===== src/utf16f_pkg.sv =====
package utf16f_pkg;

	// queue between the classifier and the byte sequencer
	localparam int QUEUE_DEPTH = 4;

	localparam logic [15:0] HIGH_FIRST = 16'hD800;
	localparam logic [15:0] HIGH_LAST  = 16'hDBFF;
	localparam logic [15:0] LOW_FIRST  = 16'hDC00;
	localparam logic [15:0] LOW_LAST   = 16'hDFFF;
	localparam logic [10:0] PAIR_BIAS  = 11'h040;   // 0x10000 >> 10
	localparam logic [20:0] REPL_CP    = 21'h00FFFD;

	localparam logic [7:0] REPL_B0 = 8'hEF;
	localparam logic [7:0] REPL_B1 = 8'hBF;
	localparam logic [7:0] REPL_B2 = 8'hBD;
	localparam logic [2:0] REPL_LEN = 3'd3;

	// one queue entry: optional replacement char, then an optional code point
	typedef struct packed {
		logic        pre;
		logic        cp_en;
		logic [20:0] cp;
	} cmd_t;

	function automatic logic is_dropped(input logic [20:0] cp);
		is_dropped = (cp >= 21'h1F300 && cp <= 21'h1F6FF) ||
		             (cp >= 21'h1F900 && cp <= 21'h1FA6F) ||
		             (cp >= 21'h02600 && cp <= 21'h027BF);
	endfunction

	function automatic logic [2:0] utf8_len(input logic [20:0] cp);
		if (cp < 21'h80)
			utf8_len = 3'd1;
		else if (cp < 21'h800)
			utf8_len = 3'd2;
		else if (cp < 21'h10000)
			utf8_len = 3'd3;
		else
			utf8_len = 3'd4;
	endfunction

	// byte at position pos of the utf-8 form of cp, len bytes long
	function automatic logic [7:0] utf8_byte(input logic [20:0] cp, input logic [2:0] len,
	                                         input logic [2:0] pos);
		logic [7:0] b;
		b = 8'h00;
		case (len)
			3'd1: b = {1'b0, cp[6:0]};
			3'd2: begin
				case (pos)
					3'd0:    b = {3'b110, cp[10:6]};
					default: b = {2'b10, cp[5:0]};
				endcase
			end
			3'd3: begin
				case (pos)
					3'd0:    b = {4'b1110, cp[15:12]};
					3'd1:    b = {2'b10, cp[11:6]};
					default: b = {2'b10, cp[5:0]};
				endcase
			end
			default: begin
				case (pos)
					3'd0:    b = {5'b11110, cp[20:18]};
					3'd1:    b = {2'b10, cp[17:12]};
					3'd2:    b = {2'b10, cp[11:6]};
					default: b = {2'b10, cp[5:0]};
				endcase
			end
		endcase
		utf8_byte = b;
	endfunction

endpackage


===== src/utf16f_front.sv =====
module utf16f_front
	import utf16f_pkg::*;
(
	input  logic        clk,
	input  logic        arst_n,
	input  logic        s_axis_tvalid,
	output logic        s_axis_tready,
	input  logic [15:0] s_axis_tdata,   // code_unit
	input  logic        s_axis_tlast,   // last_unit
	input  logic        full,
	output logic        push,
	output cmd_t        push_cmd
);

	logic       held_q;
	logic [9:0] held_bits_q;
	logic       held_d;
	logic [9:0] held_bits_d;
	logic       accept;
	logic       is_high;
	logic       is_low;
	logic [20:0] pair_cp;
	logic [20:0] unit_cp;

	assign s_axis_tready = !full;
	assign accept = s_axis_tvalid && s_axis_tready;
	assign is_high = s_axis_tdata >= HIGH_FIRST && s_axis_tdata <= HIGH_LAST;
	assign is_low = s_axis_tdata >= LOW_FIRST && s_axis_tdata <= LOW_LAST;
	assign pair_cp = {11'({1'b0, held_bits_q}) + PAIR_BIAS, s_axis_tdata[9:0]};
	assign unit_cp = {5'd0, s_axis_tdata};

	always_comb begin
		push_cmd = '0;
		held_d = held_q;
		held_bits_d = held_bits_q;
		if (held_q && is_low) begin
			push_cmd.cp = pair_cp;
			push_cmd.cp_en = !is_dropped(pair_cp);
			held_d = 1'b0;
			held_bits_d = '0;
		end else begin
			// a held high unit not followed by a low one becomes a replacement
			push_cmd.pre = held_q;
			held_d = 1'b0;
			held_bits_d = '0;
			if (is_high) begin
				if (s_axis_tlast) begin
					push_cmd.cp = REPL_CP;
					push_cmd.cp_en = 1'b1;
				end else begin
					held_d = 1'b1;
					held_bits_d = s_axis_tdata[9:0];
				end
			end else if (is_low) begin
				push_cmd.cp = REPL_CP;
				push_cmd.cp_en = 1'b1;
			end else begin
				push_cmd.cp = unit_cp;
				push_cmd.cp_en = !is_dropped(unit_cp);
			end
		end
	end

	assign push = accept && (push_cmd.pre || push_cmd.cp_en);

	always_ff @(posedge clk or negedge arst_n) begin
		if (!arst_n) begin
			held_q <= 1'b0;
			held_bits_q <= '0;
		end else if (accept) begin
			held_q <= held_d;
			held_bits_q <= held_bits_d;
		end
	end

	a_end_clears_hold: assert property (@(posedge clk) disable iff (!arst_n)
		accept && s_axis_tlast |=> !held_q)
		else $error("high unit still held after end of text");

	a_push_not_empty: assert property (@(posedge clk) disable iff (!arst_n)
		push |-> (push_cmd.pre || push_cmd.cp_en))
		else $error("queued entry carries no bytes");

	a_hold_no_push: assert property (@(posedge clk) disable iff (!arst_n)
		accept && !held_q && is_high && !s_axis_tlast |-> !push)
		else $error("held high unit produced an entry");

endmodule


===== src/utf16f_fifo.sv =====
module utf16f_fifo
	import utf16f_pkg::*;
#(
	parameter int DEPTH = QUEUE_DEPTH
) (
	input  logic clk,
	input  logic arst_n,
	input  logic push,
	input  cmd_t push_cmd,
	output logic full,
	input  logic pop,
	output cmd_t pop_cmd,
	output logic empty
);

	localparam int PtrW = (DEPTH > 1) ? $clog2(DEPTH) : 1;
	localparam int CntW = $clog2(DEPTH + 1);

	cmd_t            mem_q [DEPTH];
	logic [PtrW-1:0] wr_ptr_q;
	logic [PtrW-1:0] rd_ptr_q;
	logic [CntW-1:0] count_q;

	assign full = count_q == CntW'(DEPTH);
	assign empty = count_q == '0;
	assign pop_cmd = mem_q[rd_ptr_q];

	always_ff @(posedge clk) begin
		if (push)
			mem_q[wr_ptr_q] <= push_cmd;
	end

	always_ff @(posedge clk or negedge arst_n) begin
		if (!arst_n) begin
			wr_ptr_q <= '0;
			rd_ptr_q <= '0;
			count_q <= '0;
		end else begin
			if (push)
				wr_ptr_q <= (wr_ptr_q == PtrW'(DEPTH - 1)) ? '0 : wr_ptr_q + PtrW'(1);
			if (pop)
				rd_ptr_q <= (rd_ptr_q == PtrW'(DEPTH - 1)) ? '0 : rd_ptr_q + PtrW'(1);
			if (push && !pop)
				count_q <= count_q + CntW'(1);
			else if (pop && !push)
				count_q <= count_q - CntW'(1);
		end
	end

	a_no_overflow: assert property (@(posedge clk) disable iff (!arst_n)
		push |-> !full)
		else $error("queue written while full");

	a_no_underflow: assert property (@(posedge clk) disable iff (!arst_n)
		pop |-> !empty)
		else $error("queue read while empty");

	a_count_bounded: assert property (@(posedge clk) disable iff (!arst_n)
		count_q <= CntW'(DEPTH))
		else $error("queue count past depth");

endmodule


===== src/utf16f_back.sv =====
module utf16f_back
	import utf16f_pkg::*;
(
	input  logic       clk,
	input  logic       arst_n,
	input  logic       empty,
	input  cmd_t       pop_cmd,
	output logic       pop,
	output logic       m_axis_tvalid,
	input  logic       m_axis_tready,
	output logic [7:0] m_axis_tdata,   // out_byte
	output logic       m_axis_tlast    // run_end
);

	logic        busy_q;
	logic        pre_q;
	logic        cp_en_q;
	logic [20:0] cp_q;
	logic [2:0]  len_q;
	logic [2:0]  idx_q;
	logic [2:0]  total_q;
	logic        valid_q;
	logic [7:0]  byte_q;
	logic        last_q;

	logic        out_free;
	logic        send;
	logic        is_last;
	logic [2:0]  new_len;
	logic [2:0]  new_total;
	logic [2:0]  pos;
	logic [7:0]  cur_byte;

	assign out_free = !valid_q || m_axis_tready;
	assign send = busy_q && out_free;
	assign is_last = idx_q == total_q - 3'd1;
	assign pop = !empty && (!busy_q || (send && is_last));

	assign new_len = utf8_len(pop_cmd.cp);
	assign new_total = (pop_cmd.pre ? REPL_LEN : 3'd0) + (pop_cmd.cp_en ? new_len : 3'd0);

	always_comb begin
		pos = pre_q ? idx_q - REPL_LEN : idx_q;
		if (pre_q && idx_q < REPL_LEN) begin
			case (idx_q)
				3'd0:    cur_byte = REPL_B0;
				3'd1:    cur_byte = REPL_B1;
				default: cur_byte = REPL_B2;
			endcase
		end else begin
			cur_byte = utf8_byte(cp_q, len_q, pos);
		end
	end

	always_ff @(posedge clk) begin
		if (pop) begin
			pre_q <= pop_cmd.pre;
			cp_en_q <= pop_cmd.cp_en;
			cp_q <= pop_cmd.cp;
			len_q <= new_len;
			total_q <= new_total;
		end
		if (send) begin
			byte_q <= cur_byte;
			last_q <= is_last;
		end
	end

	always_ff @(posedge clk or negedge arst_n) begin
		if (!arst_n) begin
			busy_q <= 1'b0;
			idx_q <= '0;
			valid_q <= 1'b0;
		end else begin
			if (pop) begin
				busy_q <= 1'b1;
				idx_q <= '0;
			end else if (send) begin
				idx_q <= idx_q + 3'd1;
				if (is_last)
					busy_q <= 1'b0;
			end
			if (send)
				valid_q <= 1'b1;
			else if (m_axis_tready)
				valid_q <= 1'b0;
		end
	end

	assign m_axis_tvalid = valid_q;
	assign m_axis_tdata = byte_q;
	assign m_axis_tlast = last_q;

	a_idx_in_range: assert property (@(posedge clk) disable iff (!arst_n)
		busy_q |-> idx_q < total_q)
		else $error("byte index past end of entry");

	a_entry_has_bytes: assert property (@(posedge clk) disable iff (!arst_n)
		busy_q |-> (pre_q || cp_en_q))
		else $error("working entry carries no bytes");

	a_pop_only_when_done: assert property (@(posedge clk) disable iff (!arst_n)
		pop && busy_q |-> send && is_last)
		else $error("entry replaced before its last byte left");

endmodule


===== src/utf16_emoji_filter_to_utf8_core.sv =====
// utf-16 to utf-8 transcoder with emoji filter. code units enter on the s_axis side, one
// item per accepted beat, tlast marking the final unit of a text; utf-8 bytes leave on the
// m_axis side, one byte per item, tlast set on the last byte caused by an input unit. a high
// surrogate is held until the next unit; a valid pair becomes one supplementary code point;
// any surrogate that does not pair (including a high one held at end of text) becomes
// U+FFFD (ef bf bd). code points in U+1F300..U+1F6FF, U+1F900..U+1FA6F and U+2600..U+27BF
// are dropped, so a unit may cause no bytes at all and then no tlast is seen for it.
// rate: the classifier takes one unit per cycle while the queue has room; the byte
// sequencer sends one byte per cycle while the output is free, and a unit makes 0 to 6
// bytes, typically 1 to 3. the first byte of a unit passes through the queue, the
// sequencer's entry registers and the output byte register before it is offered.
module utf16_emoji_filter_to_utf8_core
	import utf16f_pkg::*;
#(
	parameter int DEPTH = QUEUE_DEPTH   // entries in the classifier-to-sequencer queue, >= 2
) (
	input  logic        clk,
	input  logic        arst_n,
	input  logic        s_axis_tvalid,
	output logic        s_axis_tready,
	input  logic [15:0] s_axis_tdata,   // [15:0] code_unit
	input  logic        s_axis_tlast,   // last_unit
	output logic        m_axis_tvalid,
	input  logic        m_axis_tready,
	output logic [7:0]  m_axis_tdata,   // [7:0] out_byte
	output logic        m_axis_tlast    // run_end
);

	// queue handshake between the two halves
	logic push;
	logic pop;
	logic full;
	logic empty;
	cmd_t push_cmd;
	cmd_t pop_cmd;

	// front: surrogate pairing, replacement and emoji filtering
	utf16f_front u_front (
		.clk           (clk),
		.arst_n        (arst_n),
		.s_axis_tvalid (s_axis_tvalid),
		.s_axis_tready (s_axis_tready),
		.s_axis_tdata  (s_axis_tdata),
		.s_axis_tlast  (s_axis_tlast),
		.full          (full),
		.push          (push),
		.push_cmd      (push_cmd)
	);

	// short queue of code point entries so either side can stall alone
	utf16f_fifo #(
		.DEPTH (DEPTH)
	) u_fifo (
		.clk      (clk),
		.arst_n   (arst_n),
		.push     (push),
		.push_cmd (push_cmd),
		.full     (full),
		.pop      (pop),
		.pop_cmd  (pop_cmd),
		.empty    (empty)
	);

	// back: utf-8 byte sequencer with registered output
	utf16f_back u_back (
		.clk           (clk),
		.arst_n        (arst_n),
		.empty         (empty),
		.pop_cmd       (pop_cmd),
		.pop           (pop),
		.m_axis_tvalid (m_axis_tvalid),
		.m_axis_tready (m_axis_tready),
		.m_axis_tdata  (m_axis_tdata),
		.m_axis_tlast  (m_axis_tlast)
	);

endmodule


===== config.mk =====
export PLATFORM = sky130hd
export DESIGN_NAME = utf16_emoji_filter_to_utf8_core
export DESIGN_NICKNAME = d
export VERILOG_FILES = /design/src/utf16f_pkg.sv /design/src/utf16f_front.sv /design/src/utf16f_fifo.sv /design/src/utf16f_back.sv /design/src/utf16_emoji_filter_to_utf8_core.sv
export SDC_FILE = /design/constraint.sdc
export NUM_CORES = 1
export LEC_CHECK = 0
export BUFFER_PORTS_ARGS = -buffer_cell sky130_fd_sc_hd__buf_4
export CAP_MARGIN = 20
export CORE_MARGIN = 2
export CORE_UTILIZATION = 55
export CTS_BUF_LIST = sky130_fd_sc_hd__clkbuf_4 sky130_fd_sc_hd__clkbuf_8 sky130_fd_sc_hd__clkbuf_16
export DETAILED_ROUTE_END_ITERATION = 12
export PLACE_DENSITY = 0.87
export SETUP_SLACK_MARGIN = 0.02
export SLEW_MARGIN = 20
export SYNTH_ARGS = -nofsm -noshare
export SYNTH_HDL_FRONTEND = slang
export SYNTH_SLANG_ARGS = --single-unit

===== constraint.sdc =====
create_clock -name clk -period 3.5 [get_ports clk]
set_clock_uncertainty 0.15 [all_clocks]
set_input_delay 0.7 -clock clk [delete_from_list [all_inputs] [get_ports clk]]
set_output_delay 0.7 -clock clk [all_outputs]
set_load 0.1 [all_outputs]

==> results.cfg, run 1 <==
[run_status]
status = finished clean

[clocking]
htreeDepth = 4
cts_buffers = 17
clock-root-buffer = clkbuf_16
cts_tree = yes
clock-sinks = 152
clk_latency_ns = 0.42
clk_pin_slew_worst_paths_ns = 0.06
clockBufferDepth = 2

[sta]
timing.final.ws_setup_ns = 0.0869
hold_viol = 0
setup_viol = 0
fin_crit_sh_pct = 97.5
fin_crit_ns = 3.41
max_slew.worst_pin.slew_ns = 0.766
fmax_mhz = 293
finalMaxSlewViolations = 0
slew_headroom_pct = 48.6

[cells_and_area]
ff_latch_area_sq_mm = 0.00445
drive_above_1_share_pct = 25.7
fin_util_pct = 65.4
antennaDiodeCount = 0
area_delta_synth_final_pct = 17.0
multi_input_area_sq_mm = 0.00240
fillers = 914
nNetsFinal = 597
mostFrequentLayoutCells = edfxtp_1 (129), buf_4 (57), nand2_1 (50)
final_common_cell = edfxtp_1

[worst_setup_path]
cp_slowest_cell = or4b_4
ff2ff_setup_slack_ns = 0.09
worst_ep_arrival_time_ns = 3.60
crit_family = adder cells
r2r-end = u_fifo.count_q[2]
cp.required_ns = 3.69
crit_chain = inv_1 -> ha_1 -> or4b_4 -> a31oi_1 -> nor3_1 -> o211ai_1 -> o2111ai_2 -> a21oi_2 -> ha_2 -> inv_1 -> fa_2 -> xor2_1 -> nor2_1 -> xor2_1
reg2regPathDepth = 14
cp_max_fo = 4
r2r_start = u_front.held_bits_q[6]
max_stage_delay_ns = 0.55
critPathLaunchType = flop
worst-setup-path-type = flop to flop
endpoint_kind = flop
timing.critical_path.buf_inv = 2

[yosys]
yosys_warnings = 0
async_flop_share_pct = 15.1
synth_flop_cell = edfxtp_1
ys_seq_area_share_pct = 63.6
synth_edf_count = 129
avgSynthCellArea_sq_um = 13.8
yosysUniqueCellTypes = 60
synth_fp_nets = 545
syn_inst = 508
synth_area_sq_mm = 0.00700
ys_seq_elements = 152

[die]
rows = 41
die_y_microns = 117
core-area_sq_mm = 0.0125
die_x_microns = 117
dieArea_sq_mm = 0.0136
num_io_pins = 32
start_util_pct = 55.9

[grt]
grt_max_degree = 34
antenna_found_initial = 0
grt-ovfl-total = 0
grt.total_usage_pct = 24.8
grt_pass1_vias = 4530
grt_pass1_wl_mm = 24.4

[power]
power.density_mw_per_mm2 = 846
leakagePower_nw = 2.90
peakVddDrop_mv = 0.348
p_total_mw = 6.93

[placed_design]
dp_hpwl_mm = 10.2
io_buffers = 31
pre_cts_slack_ns = -0.102
gp_congestion = 0.858

[detailed_routing]
wl_per_cell_microns = 21.1
postRouteAntennaNets = 0
drc_errors = 0
dr.pass1.iters = 5
drtIter0Drc = 445
vias = 4601
routed_wl_mm = 15.7
vias_per_cell = 6.18

[worst_hold_path]
hold_path_class = primary input to async pin

[job]
maxCapViolCount = 0
[how the worst max path moves through the flow]
stage / depth (start not counted) / slack [ns] / start / to
after CTS: 14 / 0.04 / u_front.held_bits_q[6] / u_fifo.count_q[2]
after global placement: 13 / -0.09 / s_axis_tdata[3] / u_fifo.count_q[2]
after floorplan: 15 / 0.09 / u_front.held_bits_q[6] / u_fifo.count_q[2]
after global routing: 14 / -0.03 / u_front.held_bits_q[6] / u_fifo.count_q[2]
after detailed placement: 14 / -0.10 / s_axis_tdata[8] / u_fifo.count_q[2]
final: 14 / 0.09 / u_front.held_bits_q[6] / u_fifo.count_q[2]
[Yosys cell counts (3+ instances only)]
cell type  instances  area share (%)
nor3b_1            3            0.32
nor4_1             9            0.80
a211oi_1           5            0.54
a21oi_1           16             1.1
nor3_1             8            0.57
or4_1              5            0.54
clkbuf_8           4            0.79
mux4_2            23             7.4
mux2_2             7             1.1
dfrtp_1           23             8.2
o21ai_0           23             1.6
a221oi_1           4            0.50
edfxtp_1         129              55
nand3b_1           3            0.32
o31ai_1            4            0.43
buf_2              6            0.43
nand2_1           50             2.7
xor2_1             8             1.0
a2111oi_0          3            0.38
or2_2              3            0.27
nand4_1            8            0.72
and2_2             4            0.43
o22ai_1            3            0.27
and2_1             3            0.27
clkbuf_1          13            0.70
a31oi_1            3            0.27
nor2_1            45             2.4
a22o_1             4            0.50
ha_1              14             2.5
xnor2_1            6            0.75
nand3_1           13            0.93
inv_1             19             1.0
[layout make-up]
cell class,instances,share of cell area [%]
well taps,172,2.63
clock buffers,19,5.46
repair buffers,57,5.23
flip-flops and latches,152,54.4
clock inverters,13,2.08
multi-input cells,313,29.4
inverters,19,0.871
[per-layer routing]
metal / vias up / global-route usage, % / wire length, microns
met5: - / 0 / 0
met4: 0 / 9.88 / 363
met3: 28 / 5.77 / 881
met2: 208 / 42.2 / 8130
met1: 2314 / 31.1 / 6340
li1: 2051 / - / -
[where the power goes]
| group | internal [mW] | switching [mW] | leakage [nW] |
|---|---|---|---|
| registers | 2.51 | 0.239 | 1.48 |
| clock network | 1.16 | 0.740 | 0.287 |
| logic | 0.853 | 1.43 | 1.13 |
[metrics by stage]
step	area [sq um]	hold WS [ns]	setup TNS, ns	std cells
floorplan	7000	0.254	0	508
global placement	7470	0.323	-0.174	708
detailed placement	7470	0.326	-0.186	708
CTS	8090	0.0541	0	740
global route	8180	0.0594	-0.0283	745
finish	8180	0.0567	0	745
[logic make-up (layout without fill, tap and decap cells)]
group	after synthesis	in the layout	synth area share (%)
buffers and inverters	43	108	3.00
multiplexers	30	30	8.53
flip-flops	152	152	63.6
XOR/XNOR	14	14	1.75
adder cells (fa/ha/maj)	16	16	3.08
AO/OA/AOI/OAI	83	83	8.00
AND/OR/NAND/NOR	170	170	12.0
[flip-flops by register name, summed over array words and instances, names as in the netlist]
register	flops
u_front.held_q	1
u_back.len_q	3
u_back.m_axis_tlast	1
u_back.m_axis_tvalid	1
u_fifo.count_q	3
u_back.pre_q	1
u_back.total_q	3
u_back.idx_q	3
u_front.held_bits_q	10
u_back.busy_q	1
u_fifo.wr_ptr_q	2
u_fifo.rd_ptr_q	2
u_fifo.mem_q	92
u_back.m_axis_tdata	8
u_back.cp_q	21
[what timing repair did]
action                                  4_1_cts  5_1_grt
cloned                                        0        0
resized for setup                             1       11
endpoints found under the setup margin        1        1
setup buffers                                 0        5
hold buffers                                  0        0
pin swaps                                     0        7
(Power assumes the default switching activity.)
==> inputs of run 2 (changes only) <==
==> constraint.sdc (replaced) <==
create_clock -name clk -period 3.5 [get_ports clk]
set_clock_uncertainty 0.15 [all_clocks]
set_input_delay 0.175 -clock clk [delete_from_list [all_inputs] [get_ports clk]]
set_output_delay 0.175 -clock clk [all_outputs]
set_load 0.1 [all_outputs]
==> results.cfg, run 2 (same netlist as run 1, synthesis figures left out) <==
[run_status]
status = finished clean

[placed_design]
gp_congestion = 0.908
dp_hpwl_mm = 10.0
io_buffers = 31
pre_cts_slack_ns = 0.0301

[clocking]
clock-root-buffer = clkbuf_16
clockBufferDepth = 2
cts_tree = yes
htreeDepth = 4
clk_pin_slew_worst_paths_ns = 0.06
clock-sinks = 152
cts_buffers = 17
clk_latency_ns = 0.42

[sta]
hold_viol = 0
fin_crit_sh_pct = 95.3
slew_headroom_pct = 48.0
fin_setup_tns_ns = 0
finalMaxSlewViolations = 0
fin_crit_ns = 3.34
fmax_mhz = 300
max_slew.worst_pin.slew_ns = 0.779
timing.final.ws_setup_ns = 0.164
rsz0062_at_grt = yes
setup_viol = 0
fin_hold_ws_ns = 0.0180

[die]
die_y_microns = 117
num_io_pins = 32
rows = 41
start_util_pct = 55.9
core-area_sq_mm = 0.0125
dieArea_sq_mm = 0.0136
die_x_microns = 117

[grt]
grt-ovfl-total = 0
antenna_found_initial = 0
grt_max_degree = 34
grt_pass1_wl_mm = 23.7
grt_pass1_vias = 4514
grt.total_usage_pct = 23.7

[cells_and_area]
mostFrequentLayoutCells = edfxtp_1 (129), buf_4 (51), nand2_1 (50)
reg.largest.list = u_fifo.mem_q: 92 flops, u_back.cp_q: 21 flops, u_front.held_bits_q: 10 flops
area_delta_synth_final_pct = 19.7
drive_above_1_share_pct = 23.5
antennaDiodeCount = 0
regMostFlops = u_fifo.mem_q
nNetsFinal = 612
largest_reg_flops = 92
fillers = 869
final_common_cell = edfxtp_1

[worst_setup_path]
ff2ff_setup_slack_ns = 0.16
critPathLaunchType = flop
r2r-end = u_fifo.count_q[2]
reg2regPathDepth = 14
worst-setup-path-type = flop to flop
endpoint_kind = flop
worst_ep_arrival_time_ns = 3.53
cp_max_fo = 6
r2r_start = u_front.held_bits_q[7]
cp.required_ns = 3.69

[worst_hold_path]
hold_path_end = u_front.held_bits_q[1]
whs_path_depth = 4
hold_path_class = primary input to flop
hp-start = s_axis_tdata[13]

[job]
maxCapViolCount = 0

[detailed_routing]
drtIter0Drc = 474
routed_wl_mm = 15.1
vias_per_cell = 6.08
postRouteAntennaNets = 0
vias = 4614
dr.pass1.iters = 5
wl_per_cell_microns = 19.9
drc_errors = 0

[power]
peakVddDrop_mv = 0.335
leakagePower_nw = 2.98
power.density_mw_per_mm2 = 846
p_total_mw = 7.09
## run 2: how the worst max path moves through the flow
stage	from	end	slack [ns]
final	u_front.held_bits_q[7]	u_fifo.count_q[2]	0.16
after global routing	u_front.held_bits_q[7]	u_fifo.count_q[2]	0.02
after CTS	u_front.held_bits_q[7]	u_fifo.count_q[2]	0.09
after detailed placement	u_front.held_bits_q[7]	u_fifo.count_q[2]	0.03
after global placement	u_front.held_bits_q[7]	u_fifo.count_q[2]	0.16
after floorplan	u_front.held_bits_q[6]	u_fifo.count_q[2]	0.09
## run 2: critical path, stage by stage, from the launching register on
cell	delay, ns
dfrtp_2	0.41
inv_1	0.06
ha_1	0.30
or4b_4	0.52
a31oi_4	0.15
nor3_1	0.06
o211ai_1	0.12
o2111ai_2	0.16
a21oi_2	0.23
ha_2	0.22
inv_1	0.05
fa_1	0.37
xor2_1	0.17
nor2_1	0.13
xor2_1	0.16
## run 2: area by class of cell
class                      count  area [sq um]  share of cell area, %
sequential                   152          4450                   53.2
clock buffer                  19           440                   5.26
timing repair buffer          72           604                   7.22
tap                          172           215                   2.57
multi-input combinational    313          2370                   28.3
clock inverter                12           223                   2.66
inverter                      19          71.3                  0.852
## run 2: timing repair
item | in CTS | in global routing
pin swaps | 0 | 7
gates resized for setup | 1 | 7
endpoints found under the hold margin | 39 | 0
buffers inserted | 0 | 2
endpoints found under the setup margin | 1 | 3
hold buffers | 19 | 0
## run 2: through the flow
step | utilization [%] | std cells | area (sq um)
finish | 66.9 | 759 | 8370
global route | 66.9 | 759 | 8370
CTS | 66.5 | 757 | 8330
detailed placement | 59.7 | 707 | 7470
global placement | 59.7 | 707 | 7470
floorplan | - | 508 | 7000
## run 2: power breakdown
group          leakage, nW  total, mW  switching, mW  internal (mW)
combinational         1.17       2.30           1.41          0.885
sequential            1.48       2.75          0.244           2.50
clock                0.321       2.04          0.689           1.35
total                 2.98       7.09           2.35           4.74
## run 2: routing by layer
layer,up-vias,wire [microns],global-route usage [%],part of all wire [%]
li1,2076,-,-,-
met1,2302,6200,30.0,41
met2,199,7700,40.2,51
met3,37,801,4.63,5.3
met4,0,365,10.1,2.4
met5,-,0,0,0
